--- src/hdl/sha256_pkg.sv ---
// Shared types, constants and round functions of the byte-stream SHA-256 hasher.
// No dependencies.
`default_nettype none
package sha256_pkg;
	localparam int unsigned BLOCK_BYTES = 64;
	localparam int unsigned LEN_POS = 56;
	localparam logic [7:0] PAD_BYTE = 8'h80;

	localparam logic [0:0] ACT_ABSORB = 1'b0;
	localparam logic [0:0] ACT_FINISH = 1'b1;

	typedef logic [31:0] word_t;

	typedef enum logic [2:0] {
		BSEL_DATA,
		BSEL_PAD,
		BSEL_ZERO,
		BSEL_LEN
	} bsel_t;

	typedef struct packed {
		logic  wr_byte;
		bsel_t bsel;
		logic  cnt_clear;
		logic  start;
		logic  emit;
		logic  reinit;
	} cmd_t;

	typedef struct packed {
		logic [5:0] fill;
		logic       busy;
		logic       done;
		logic       out_busy;
	} sts_t;

	localparam word_t ROUND_K [64] = '{
		32'h428a2f98, 32'h71374491, 32'hb5c0fbcf, 32'he9b5dba5,
		32'h3956c25b, 32'h59f111f1, 32'h923f82a4, 32'hab1c5ed5,
		32'hd807aa98, 32'h12835b01, 32'h243185be, 32'h550c7dc3,
		32'h72be5d74, 32'h80deb1fe, 32'h9bdc06a7, 32'hc19bf174,
		32'he49b69c1, 32'hefbe4786, 32'h0fc19dc6, 32'h240ca1cc,
		32'h2de92c6f, 32'h4a7484aa, 32'h5cb0a9dc, 32'h76f988da,
		32'h983e5152, 32'ha831c66d, 32'hb00327c8, 32'hbf597fc7,
		32'hc6e00bf3, 32'hd5a79147, 32'h06ca6351, 32'h14292967,
		32'h27b70a85, 32'h2e1b2138, 32'h4d2c6dfc, 32'h53380d13,
		32'h650a7354, 32'h766a0abb, 32'h81c2c92e, 32'h92722c85,
		32'ha2bfe8a1, 32'ha81a664b, 32'hc24b8b70, 32'hc76c51a3,
		32'hd192e819, 32'hd6990624, 32'hf40e3585, 32'h106aa070,
		32'h19a4c116, 32'h1e376c08, 32'h2748774c, 32'h34b0bcb5,
		32'h391c0cb3, 32'h4ed8aa4a, 32'h5b9cca4f, 32'h682e6ff3,
		32'h748f82ee, 32'h78a5636f, 32'h84c87814, 32'h8cc70208,
		32'h90befffa, 32'ha4506ceb, 32'hbef9a3f7, 32'hc67178f2
	};

	localparam word_t INIT_HASH [8] = '{
		32'h6a09e667, 32'hbb67ae85, 32'h3c6ef372, 32'ha54ff53a,
		32'h510e527f, 32'h9b05688c, 32'h1f83d9ab, 32'h5be0cd19
	};

	function automatic word_t rotr(input word_t x, input int unsigned n);
		rotr = (x >> n) | (x << (32 - n));
	endfunction

	function automatic word_t bsig0(input word_t x);
		bsig0 = rotr(x, 2) ^ rotr(x, 13) ^ rotr(x, 22);
	endfunction

	function automatic word_t bsig1(input word_t x);
		bsig1 = rotr(x, 6) ^ rotr(x, 11) ^ rotr(x, 25);
	endfunction

	function automatic word_t ssig0(input word_t x);
		ssig0 = rotr(x, 7) ^ rotr(x, 18) ^ (x >> 3);
	endfunction

	function automatic word_t ssig1(input word_t x);
		ssig1 = rotr(x, 17) ^ rotr(x, 19) ^ (x >> 10);
	endfunction
endpackage
`default_nettype wire

--- src/hdl/sha256_if.sv ---
// Valid/ready channel interfaces for input beats and digest beats.
// Depends on nothing.
`default_nettype none
interface sha256_in_if;
	logic       valid;
	logic       ready;
	logic       action;
	logic [7:0] data_byte;
	modport source (output valid, output action, output data_byte, input ready);
	modport sink (input valid, input action, input data_byte, output ready);
endinterface

interface sha256_out_if;
	logic        valid;
	logic        ready;
	logic [31:0] digest_word;
	logic [2:0]  word_index;
	logic        last;
	modport source (output valid, output digest_word, output word_index, output last,
		input ready);
	modport sink (input valid, input digest_word, input word_index, input last,
		output ready);
endinterface
`default_nettype wire

--- src/hdl/sha256_byte_stream_hasher_unit.sv ---
// Top level of the byte-stream SHA-256 hasher: controller plus datapath.
// Depends on sha256_pkg, sha256_if, sha256_ctrl and sha256_datapath.
// The 64th byte of a block starts a 64-round compression (one round a cycle),
// during which no beat is taken. A finish beat pads one byte a cycle up to the
// end of the block, compresses once or twice, then offers the eight digest words
// one per cycle while ready is high; the chaining state reloads after the last
// word. Throughput is bounded by the single round unit and the single block
// buffer.
`default_nettype none
module sha256_byte_stream_hasher_unit
	import sha256_pkg::*;
(
	input  wire logic    clk,
	input  wire logic    arst_n,
	sha256_in_if.sink    din,
	sha256_out_if.source dout
);
	cmd_t cmd;
	sts_t sts;

	sha256_ctrl u_ctrl (
		.clk       (clk),
		.arst_n    (arst_n),
		.in_valid  (din.valid),
		.in_action (din.action),
		.in_ready  (din.ready),
		.sts       (sts),
		.cmd       (cmd)
	);

	sha256_datapath u_dp (
		.clk       (clk),
		.arst_n    (arst_n),
		.cmd       (cmd),
		.data_byte (din.data_byte),
		.sts       (sts),
		.dout      (dout)
	);
endmodule
`default_nettype wire

--- src/hdl/sha256_datapath.sv ---
// Datapath: block buffer, schedule window, round unit, chaining words, length and output.
// Depends on sha256_pkg.
`default_nettype none
module sha256_datapath
	import sha256_pkg::*;
(
	input  wire logic        clk,
	input  wire logic        arst_n,
	input  wire cmd_t        cmd,
	input  wire logic [7:0]  data_byte,
	output      sts_t        sts,
	sha256_out_if.source     dout
);
	logic [5:0]  fill_q;
	logic [54:0] blocks_q;
	logic [63:0] len_q;
	word_t       h_q [8];
	word_t       w_q [16];
	word_t       a_q, b_q, c_q, d_q, e_q, f_q, g_q, hh_q;
	logic [5:0]  rnd_q;
	logic        busy_q;
	logic        done_q;
	logic        ov_q;
	logic [2:0]  oi_q;
	logic [7:0]  wbyte;
	word_t       t1, t2, wnew, wcur;
	logic [2:0]  li;

	always_comb begin
		li = fill_q[2:0];
		unique case (cmd.bsel)
			BSEL_DATA: wbyte = data_byte;
			BSEL_PAD:  wbyte = PAD_BYTE;
			BSEL_LEN:  wbyte = len_q[6'd63 - {li, 3'd0} -: 8];
			default:   wbyte = 8'h00;
		endcase
		wcur = w_q[0];
		wnew = ssig1(w_q[14]) + w_q[9] + ssig0(w_q[1]) + w_q[0];
		t1 = hh_q + bsig1(e_q) + ((e_q & f_q) ^ (~e_q & g_q)) + ROUND_K[rnd_q] + wcur;
		t2 = bsig0(a_q) + ((a_q & b_q) ^ (a_q & c_q) ^ (b_q & c_q));
	end

	always_ff @(posedge clk) begin
		if (cmd.wr_byte) begin
			for (int i = 0; i < 15; i++)
				w_q[i] <= {w_q[i][23:0], w_q[i+1][31:24]};
			w_q[15] <= {w_q[15][23:0], wbyte};
		end else if (busy_q) begin
			for (int i = 0; i < 15; i++)
				w_q[i] <= w_q[i+1];
			w_q[15] <= wnew;
		end
		if (cmd.start) begin
			a_q <= h_q[0]; b_q <= h_q[1]; c_q <= h_q[2]; d_q <= h_q[3];
			e_q <= h_q[4]; f_q <= h_q[5]; g_q <= h_q[6]; hh_q <= h_q[7];
		end else if (busy_q) begin
			hh_q <= g_q; g_q <= f_q; f_q <= e_q; e_q <= d_q + t1;
			d_q <= c_q; c_q <= b_q; b_q <= a_q; a_q <= t1 + t2;
		end
	end

	always_ff @(posedge clk or negedge arst_n) begin
		if (!arst_n) begin
			fill_q   <= '0;
			blocks_q <= '0;
			len_q    <= '0;
			busy_q   <= 1'b0;
			done_q   <= 1'b0;
			rnd_q    <= '0;
			ov_q     <= 1'b0;
			oi_q     <= '0;
			for (int i = 0; i < 8; i++)
				h_q[i] <= INIT_HASH[i];
		end else begin
			done_q <= 1'b0;
			if (cmd.cnt_clear)
				fill_q <= '0;
			else if (cmd.wr_byte)
				fill_q <= fill_q + 6'd1;
			if (cmd.wr_byte && cmd.bsel == BSEL_PAD)
				len_q <= {blocks_q, fill_q, 3'd0};
			if (cmd.start) begin
				busy_q <= 1'b1;
				rnd_q  <= '0;
			end else if (busy_q) begin
				rnd_q <= rnd_q + 6'd1;
				if (rnd_q == 6'd63) begin
					busy_q <= 1'b0;
					done_q <= 1'b1;
					h_q[0] <= h_q[0] + t1 + t2; h_q[1] <= h_q[1] + a_q;
					h_q[2] <= h_q[2] + b_q;     h_q[3] <= h_q[3] + c_q;
					h_q[4] <= h_q[4] + d_q + t1; h_q[5] <= h_q[5] + e_q;
					h_q[6] <= h_q[6] + f_q;     h_q[7] <= h_q[7] + g_q;
					blocks_q <= blocks_q + 55'd1;
				end
			end
			if (cmd.emit) begin
				ov_q <= 1'b1;
				oi_q <= '0;
			end else if (ov_q && dout.ready) begin
				oi_q <= oi_q + 3'd1;
				if (oi_q == 3'd7)
					ov_q <= 1'b0;
			end
			if (cmd.reinit) begin
				blocks_q <= '0;
				for (int i = 0; i < 8; i++)
					h_q[i] <= INIT_HASH[i];
			end
		end
	end

	assign dout.valid       = ov_q;
	assign dout.digest_word = h_q[oi_q];
	assign dout.word_index  = oi_q;
	assign dout.last        = (oi_q == 3'd7);

	assign sts.fill     = fill_q;
	assign sts.busy     = busy_q;
	assign sts.done     = done_q;
	assign sts.out_busy = ov_q;
endmodule
`default_nettype wire

--- src/hdl/sha256_ctrl.sv ---
// Controller: sequences absorb, padding, compression and digest output.
// Depends on sha256_pkg.
`default_nettype none
module sha256_ctrl
	import sha256_pkg::*;
(
	input  wire logic clk,
	input  wire logic arst_n,
	input  wire logic in_valid,
	input  wire logic in_action,
	output      logic in_ready,
	input  wire sts_t sts,
	output      cmd_t cmd
);
	typedef enum logic [2:0] {
		S_IDLE,
		S_COMP,
		S_PADZ,
		S_LEN,
		S_FCOMP,
		S_DRAIN
	} state_t;

	state_t state_q;
	logic   final_q;
	logic   acc;

	assign in_ready = (state_q == S_IDLE);
	assign acc = in_valid && in_ready;

	always_comb begin
		cmd = '0;
		cmd.bsel = BSEL_DATA;
		unique case (state_q)
			S_IDLE: if (acc) begin
				cmd.wr_byte = 1'b1;
				cmd.bsel = (in_action == ACT_FINISH) ? BSEL_PAD : BSEL_DATA;
				cmd.start = (sts.fill == 6'd63);
			end
			S_PADZ: begin
				cmd.wr_byte = 1'b1;
				cmd.bsel = BSEL_ZERO;
				cmd.start = (sts.fill == 6'd63);
			end
			S_LEN: begin
				cmd.wr_byte = 1'b1;
				cmd.bsel = BSEL_LEN;
				cmd.start = (sts.fill == 6'd63);
			end
			S_COMP, S_FCOMP: ;
			S_DRAIN: ;
			default: ;
		endcase
		cmd.emit = (state_q == S_FCOMP) && sts.done;
		cmd.reinit = (state_q == S_DRAIN) && !sts.out_busy;
	end

	always_ff @(posedge clk or negedge arst_n) begin
		if (!arst_n) begin
			state_q <= S_IDLE;
			final_q <= 1'b0;
		end else begin
			unique case (state_q)
				S_IDLE: if (acc) begin
					if (in_action == ACT_FINISH)
						state_q <= (sts.fill == 6'd63) ? S_COMP
							: (sts.fill == 6'd55) ? S_LEN : S_PADZ;
					else if (sts.fill == 6'd63)
						state_q <= S_COMP;
					final_q <= (in_action == ACT_FINISH);
				end
				S_PADZ: if (sts.fill == 6'd63)
						state_q <= S_COMP;
					else if (sts.fill == 6'd55 && !sts.busy)
						state_q <= S_LEN;
				S_COMP: if (sts.done)
						state_q <= final_q ? S_PADZ : S_IDLE;
				S_LEN: if (sts.fill == 6'd63)
						state_q <= S_FCOMP;
				S_FCOMP: if (sts.done)
						state_q <= S_DRAIN;
				S_DRAIN: if (!sts.out_busy)
						state_q <= S_IDLE;
				default: state_q <= S_IDLE;
			endcase
		end
	end
endmodule
`default_nettype wire
--- src/flat_wrapper.sv ---
// flat-port wrapper written by rule: the top's interface ports become plain ports
module sha256_byte_stream_hasher_unit_flat import sha256_pkg::*;
  (clk, arst_n, din_valid, din_action, din_data_byte, din_ready, dout_valid, dout_digest_word, dout_word_index, dout_last, dout_ready);
  sha256_in_if din_i ();
  sha256_out_if dout_i ();
  input  wire logic clk;
  input  wire logic arst_n;
  input wire logic [$bits(din_i.valid)-1:0] din_valid;
  input wire logic [$bits(din_i.action)-1:0] din_action;
  input wire logic [$bits(din_i.data_byte)-1:0] din_data_byte;
  output wire logic [$bits(din_i.ready)-1:0] din_ready;
  output wire logic [$bits(dout_i.valid)-1:0] dout_valid;
  output wire logic [$bits(dout_i.digest_word)-1:0] dout_digest_word;
  output wire logic [$bits(dout_i.word_index)-1:0] dout_word_index;
  output wire logic [$bits(dout_i.last)-1:0] dout_last;
  input wire logic [$bits(dout_i.ready)-1:0] dout_ready;
  assign din_i.valid = din_valid;
  assign din_i.action = din_action;
  assign din_i.data_byte = din_data_byte;
  assign din_ready = din_i.ready;
  assign dout_valid = dout_i.valid;
  assign dout_digest_word = dout_i.digest_word;
  assign dout_word_index = dout_i.word_index;
  assign dout_last = dout_i.last;
  assign dout_i.ready = dout_ready;
  sha256_byte_stream_hasher_unit u_core (.clk(clk), .arst_n(arst_n), .din(din_i), .dout(dout_i));
endmodule
--- config.mk ---
export PLATFORM = sky130hd
export DESIGN_NAME = sha256_byte_stream_hasher_unit_flat
export DESIGN_NICKNAME = d
export VERILOG_FILES = /design/src/hdl/sha256_pkg.sv /design/src/hdl/sha256_if.sv /design/src/hdl/sha256_byte_stream_hasher_unit.sv /design/src/hdl/sha256_datapath.sv /design/src/hdl/sha256_ctrl.sv /design/src/flat_wrapper.sv
export SDC_FILE = /design/constraint.sdc
export NUM_CORES = 2
export LEC_CHECK = 0
export ABC_AREA = 1
export BUFFER_PORTS_ARGS = -buffer_cell sky130_fd_sc_hd__buf_2
export CORE_UTILIZATION = 39
export DETAILED_ROUTE_END_ITERATION = 8
export PLACE_DENSITY = 0.6
export SLEW_MARGIN = 0
export SYNTH_ARGS = -nofsm -noshare
export SYNTH_HDL_FRONTEND = slang
export SYNTH_SLANG_ARGS = --single-unit
--- constraint.sdc ---
create_clock -name clk -period 15.05 [get_ports clk]
set_input_delay 4.515 -clock clk [delete_from_list [all_inputs] [get_ports clk]]
set_output_delay 4.515 -clock clk [all_outputs]
set_load 0.02 [all_outputs]
======== Yosys cells after proc, flatten, opt, wreduce, memory -nomap -nowiden ========
Memory sizes are Yosys's and may differ from the RTL's.
Cells that the tools add are included.
storage, ports and cells
  bits in registers ....................... 650
  bits in latches ......................... 0
  bits in writable memories ............... 512
  memory bits (read-only) ................. 2048
  bits of input ports ..................... 13
  output and inout bits ................... 38
  word-level logic and storage cells ...... 222
  memories ................................ 2
memories
  memory            depth  bits a word  rd ports  clocked after Yosys merged registers in  wr ports  RTL line               source
  (name not given)  64     32           1         0                                        0         sha256_datapath.sv:39  t1 = hh_q + bsig1(e_q) + ((e_q & f_q) ^ (~e_q & g_q)) + ROUND_K[rnd_q] + wcur;
  u_core.u_dp.w_q   16     32           16        0                                        16        sha256_datapath.sv:18  word_t w_q [16];
operators by class
  $add $sub $neg .......................... 25
  multiply operators ...................... 0
  divide/modulo/power cells ............... 0
  magnitude comparators ................... 2
  eq/ne operators ......................... 19
  shift-type cells ........................ 1
  mux-type cells .......................... 82
  bitwise logic cells ..................... 45
  reduce and logical (&&, ||, !) cells .... 20
operator list
  cell                     number
  $mux W32                 36
  $mux W256                4
  $add A32 B32 Y32         20
  $xor A32 B32 Y32         9
  $mux W55                 4
  $and A32 B32 Y32         5
  $bmux W32 S3             1
  $shiftx A71 B7 Y8        1
  $add A55 B1 Y55 const B  1
  $mux W3                  11
  $not A32 Y32             1
  $or A10 B32 Y32          1
  $or A13 B32 Y32          1
  $or A14 B32 Y32          1
  $or A15 B32 Y32          1
  $or A19 B32 Y32          1
  $or A21 B32 Y32          1
  $or A25 B32 Y32          1
  $or A26 B32 Y32          1
  $or A30 B32 Y32          1
  $or A7 B32 Y32           1
  $xor A32 B22 Y32         1
  $xor A32 B29 Y32         1
  $pmux W8 S3              1
  31 further kinds         88

======== Longest topological paths before layout ========
  depth in word-level cells ............... 13
  mapped depth ............................ 45

======== By module ========
From an unflattened synthesis, not the netlist that was laid out.
second synthesis, totals
  cells, all modules ...................... 10390
  area, all modules ....................... 83388.7 µm²
modules (own cells, without submodules)
  module           instances  cells each  area each (µm²)  seq. area each (µm²)
  sha256_datapath  1          10303       82903.3          32991.6
  sha256_ctrl      1          87          485.5            100.1

======== Least setup slack after synthesis ========
OpenSTA, ideal clock, no wires.
  kind .................................... input-to-reg
  start ................................... in din_valid
  end ..................................... mem u_core.u_dp.w_q[0][0] (netlist name) (enable)
  library setup time ...................... 3.689 ns
  arrival ................................. 13.615 ns
  path slack .............................. -2.254 ns
  cell stages on the path ................. 6
  buffers on the path ..................... 2
  path through ............................ nand2_2 -> nand2_2 -> inv_1 -> clkbuf_1 -> clkbuf_1 -> nand2_1
RTL lines
  element          RTL line               source
  start, declared  flat_wrapper.sv:8      input wire logic [$bits(din_i.valid)-1:0] din_valid;
  end, declared    sha256_datapath.sv:18

======== Worst setup path in the final report ========
  start ................................... reg u_core.u_dp.rnd_q[2]
  end ..................................... reg u_core.u_dp.h_q[123] (netlist name)
between the ends
  word-level cells in the longest chain between the ends .. 11
  elaborated cells between the ends (all ways) .. 14
RTL lines
  element                                       RTL line                source
  start, declared                               sha256_datapath.sv:20   logic [5:0] rnd_q;
  start signal, assigned                        sha256_datapath.sv:86   rnd_q <= rnd_q + 6'd1;
  $not A6 Y7 (implied by the code)              sha256_datapath.sv:39
  $mem_v2 Z64 W32                               --
  $mux W32 (implied by the code) (2 in series)  sha256_datapath.sv:39
  $add A32 B32 Y32 (2 in series)                sha256_datapath.sv:39
  $add A32 B32 Y32                              sha256_datapath.sv:92   h_q[4] <= h_q[4] + d_q + t1; h_q[5] <= h_q[5] + e_q;
  $mux W256                                     sha256_datapath.sv:87   if (rnd_q == 6'd63) begin
  $mux W256                                     sha256_datapath.sv:85   end else if (busy_q) begin
  $mux W256                                     sha256_datapath.sv:82   if (cmd.start) begin
  $mux W256                                     sha256_datapath.sv:105  if (cmd.reinit) begin
  end signal, assigned by index                 sha256_datapath.sv:73   h_q[i] <= INIT_HASH[i];
  end signal, assigned by index                 sha256_datapath.sv:108  h_q[i] <= INIT_HASH[i];
  end, declared                                 sha256_datapath.sv:17   word_t h_q [8];
Parallel ways exist; a longest one is shown, timed or not. The select of a mux whose other input is x is not followed.
A chain may end at the register's enable or synchronous reset.

==> out/qor.txt <==
===========================================================================================
Wirelength per Cell                                                                 24.1 um
Critical Setup Path Class                                                           reg2reg
DR DRC count                                                                              0
Class of the worst hold path                                                        reg2reg
Setup skew after layout                                                           0.0534 ns
Unrepaired setup endpoints after global routing                                          no
Most frequent cells in the layout                                              sky130_fd_sc_hd__nand2_1, sky130_fd_sc_hd__inv_1, sky130_fd_sc_hd__o21ai_0, sky130_fd_sc_hd__edfxtp_1, sky130_fd_sc_hd__a21oi_1
Routability Congestion                                                                0.968
Row count                                                                               169
Buffer depth of the longest clock path                                                    3
Path depth of the worst reg2reg path                                                     31
Final Non-Filler Cells                                                                12600
Number of design-rule violations left by the first detailed-router iteration           7645
Critical path startpoint category                                                  register
Critical Path Fanout Max                                                                 39
Vias in the first global route                                                        68400
Bufs and invs on worst path                                                               8
Cell area after layout                                                          90700 sq um
Latest clock arrival within the worst-skew pair                                     0.84 ns
Post-synthesis net count                                                              10500
Detailed Routing Iterations Pass 1                                                        6
Via count                                                                             70400
Most used flip-flop cell after synthesis                                       sky130_fd_sc_hd__edfxtp_1
Commonest non-fill, non-tap cell in the layout                                 sky130_fd_sc_hd__nand2_1
Global-route wire length before repair                                               448 mm
Number of hold violations in the final report                                             0
H-tree level count                                                                        4
# fillers                                                                             20900
Fraction of registers with async set/reset                                            33.9%
Sequential-to-total area share from yosys stat                                        39.8%
EDFF count, synth                                                                       768
Max Freq                                                                            103 MHz
Pin count of the biggest net entering global routing                                    213
Final critical-path required period                                                 9.66 ns
Area of the mapped netlist                                                      83100 sq um
Number of clock buffers inserted by TritonCTS                                           141
Area growth syn-to-layout                                                             9.14%
Area of placed instances                                                        86000 sq um
# setup viols final                                                                       0
Pin slew with the least headroom to its limit                                       1.49 ns
Chip Width                                                                           464 um
Number of warning messages in the yosys log                                               0
Mean area per synthesized cell                                                   8.44 sq um
Hpwl dp                                                                              232 mm
Clock tree from TritonCTS                                                             built
Final period utilization                                                              64.2%
Remaining number of nets flagged by the antenna check after routing                       0
Worst Hold Slack                                                                   0.482 ns
Effective utilization at floorplan                                                    39.2%
Average via count per standard cell                                                    5.57
Arr. time, crit path                                                               10.31 ns
Result of the run                                                              complete, no violations
Final number of max-transition violations                                                 0
CTS sink count                                                                         1162
Placed Instances                                                                      12400
Die Outline Area                                                               215000 sq um
Worst stage delay on the critical path                                              0.75 ns
Post-detailed-routing wire length                                                    304 mm
Area of the core region                                                        212000 sq um
Port buffer count                                                                        50
Die outline height                                                                   464 um
Clock transition at path regs                                                       0.06 ns
Headroom to the max-slew limit                                                       0.608%
Ratio of cells with drive above 1 in the final layout                                 8.78%
Distinct cell type count after synthesis                                                 72
Required time of the worst setup path                                              15.70 ns
Number of synthesized register bits                                                    1162
Depth of the worst hold-timing path                                                       1
GRT Overall Usage                                                                     27.8%
Clock root cell                                                                sky130_fd_sc_hd__clkbuf_16
Cell count after synthesis                                                             9839
Final nets                                                                            10400
Standard cell with the maximum stage delay on the critical path                sky130_fd_sc_hd__clkinv_1
Number of setup buffers added after CTS                                                   0
Initial antenna violation count                                                          19
Instance count on the critical path                                                      31
Count of maximum capacitance violations                                                   0
Quantity of gates resized following cts                                                   0
Global-route congestion overflow total                                                    0
Total negative slack                                                                   0 ns
Setup crit end kind                                                                register
Kind of cell adding the most delay to the critical path                        compound AO/OA/AOI/OAI gates
Hold_buf cts                                                                              0
I/O pin total                                                                            51
===========================================================================================
[sequential cells by signal, indices dropped and copies added, names as in the netlist, 32 cells and up]
| name | flops |
|---|---|
| u_core.u_dp.f_q | 32 |
| u_core.u_dp.a_q | 32 |
| u_core.u_dp.g_q | 32 |
| u_core.u_dp.hh_q | 32 |
| u_core.u_dp.w_q | 512 |
| u_core.u_dp.d_q | 32 |
| u_core.u_dp.blocks_q | 55 |
| u_core.u_dp.e_q | 32 |
| u_core.u_dp.c_q | 32 |
| u_core.u_dp.len_q | 61 |
| u_core.u_dp.b_q | 32 |
| u_core.u_dp.h_q | 256 |
[synth_stat cells (all sizes together), types with 90 or more instances]
cell    number  area, sq um
nor3        97          517
a31oi       90          563
inv       1432         5380
nor2       540         2040
mux2       315         3550
dfstp      136         3570
ha         424         5310
dfrtp      258         6460
xnor2      193         1690
o21ai     1053         5270
a21oi      702         3510
fa         221         4420
edfxtp     768        23100
nand3      275         1380
xor2       274         2400
nand2     2019         7600
o22ai      115          719
clkbuf     313         1170
[stage by stage]
step,setup WS [ns],utilization (%)
global placement,5.40,40.6
detailed placement,5.72,40.6
global route,4.92,42.8
CTS,5.65,42.8
floorplan,3.01,-
finish,5.39,42.8
[worst paths after layout]
path                                          start                  endpoint  slack [ns]
hold reg to reg            u_core.u_dp.blocks_q[30]  u_core.u_dp.blocks_q[30]        0.48
min in group asynchronous                    arst_n     u_core.u_dp.len_q[60]        3.67
setup / recovery               u_core.u_dp.rnd_q[2]      u_core.u_dp.h_q[123]        5.39
hold / removal             u_core.u_dp.blocks_q[30]  u_core.u_dp.blocks_q[30]        0.48
setup reg to reg               u_core.u_dp.rnd_q[2]      u_core.u_dp.h_q[123]        5.39
max in group asynchronous                    arst_n       u_core.u_dp.h_q[17]        9.23
[routing by layer]
metal | track usage [%] | vias up | routed length (um)
met4 | 12.3 | 0 | 14300
met3 | 3.86 | 539 | 21800
met2 | 43.0 | 2745 | 134000
li1 | - | 32800 | -
met5 | 0 | - | 0
met1 | 38.7 | 34300 | 134000
[layout make-up]
class / instances / area (sq um) / share of cell area [%]
antenna: 1 / 2.50 / 0.00276
clock buffer: 186 / 3820 / 4.21
clock inverter: 72 / 851 / 0.938
inverter: 1436 / 5410 / 5.96
multi-input combinational: 6847 / 43100 / 47.6
sequential: 1162 / 33100 / 36.5
tap: 2821 / 3530 / 3.89
timing repair buffer: 121 / 831 / 0.916
[cell families after synthesis]
kind of cell	after synthesis	share of synthesized area (%)
AND/OR/NAND/NOR	3097	15.2
AO/OA/AOI/OAI	2285	15.3
buffers and inverters	1830	8.36
flip-flops	1162	39.8
adder cells (fa/ha/maj)	675	12.1
XOR/XNOR	467	4.92
multiplexers	323	4.37
Power is left out: the tool's default activity adds up to more than one toggle a clock period on the data nets, which glitch-free logic cannot reach.
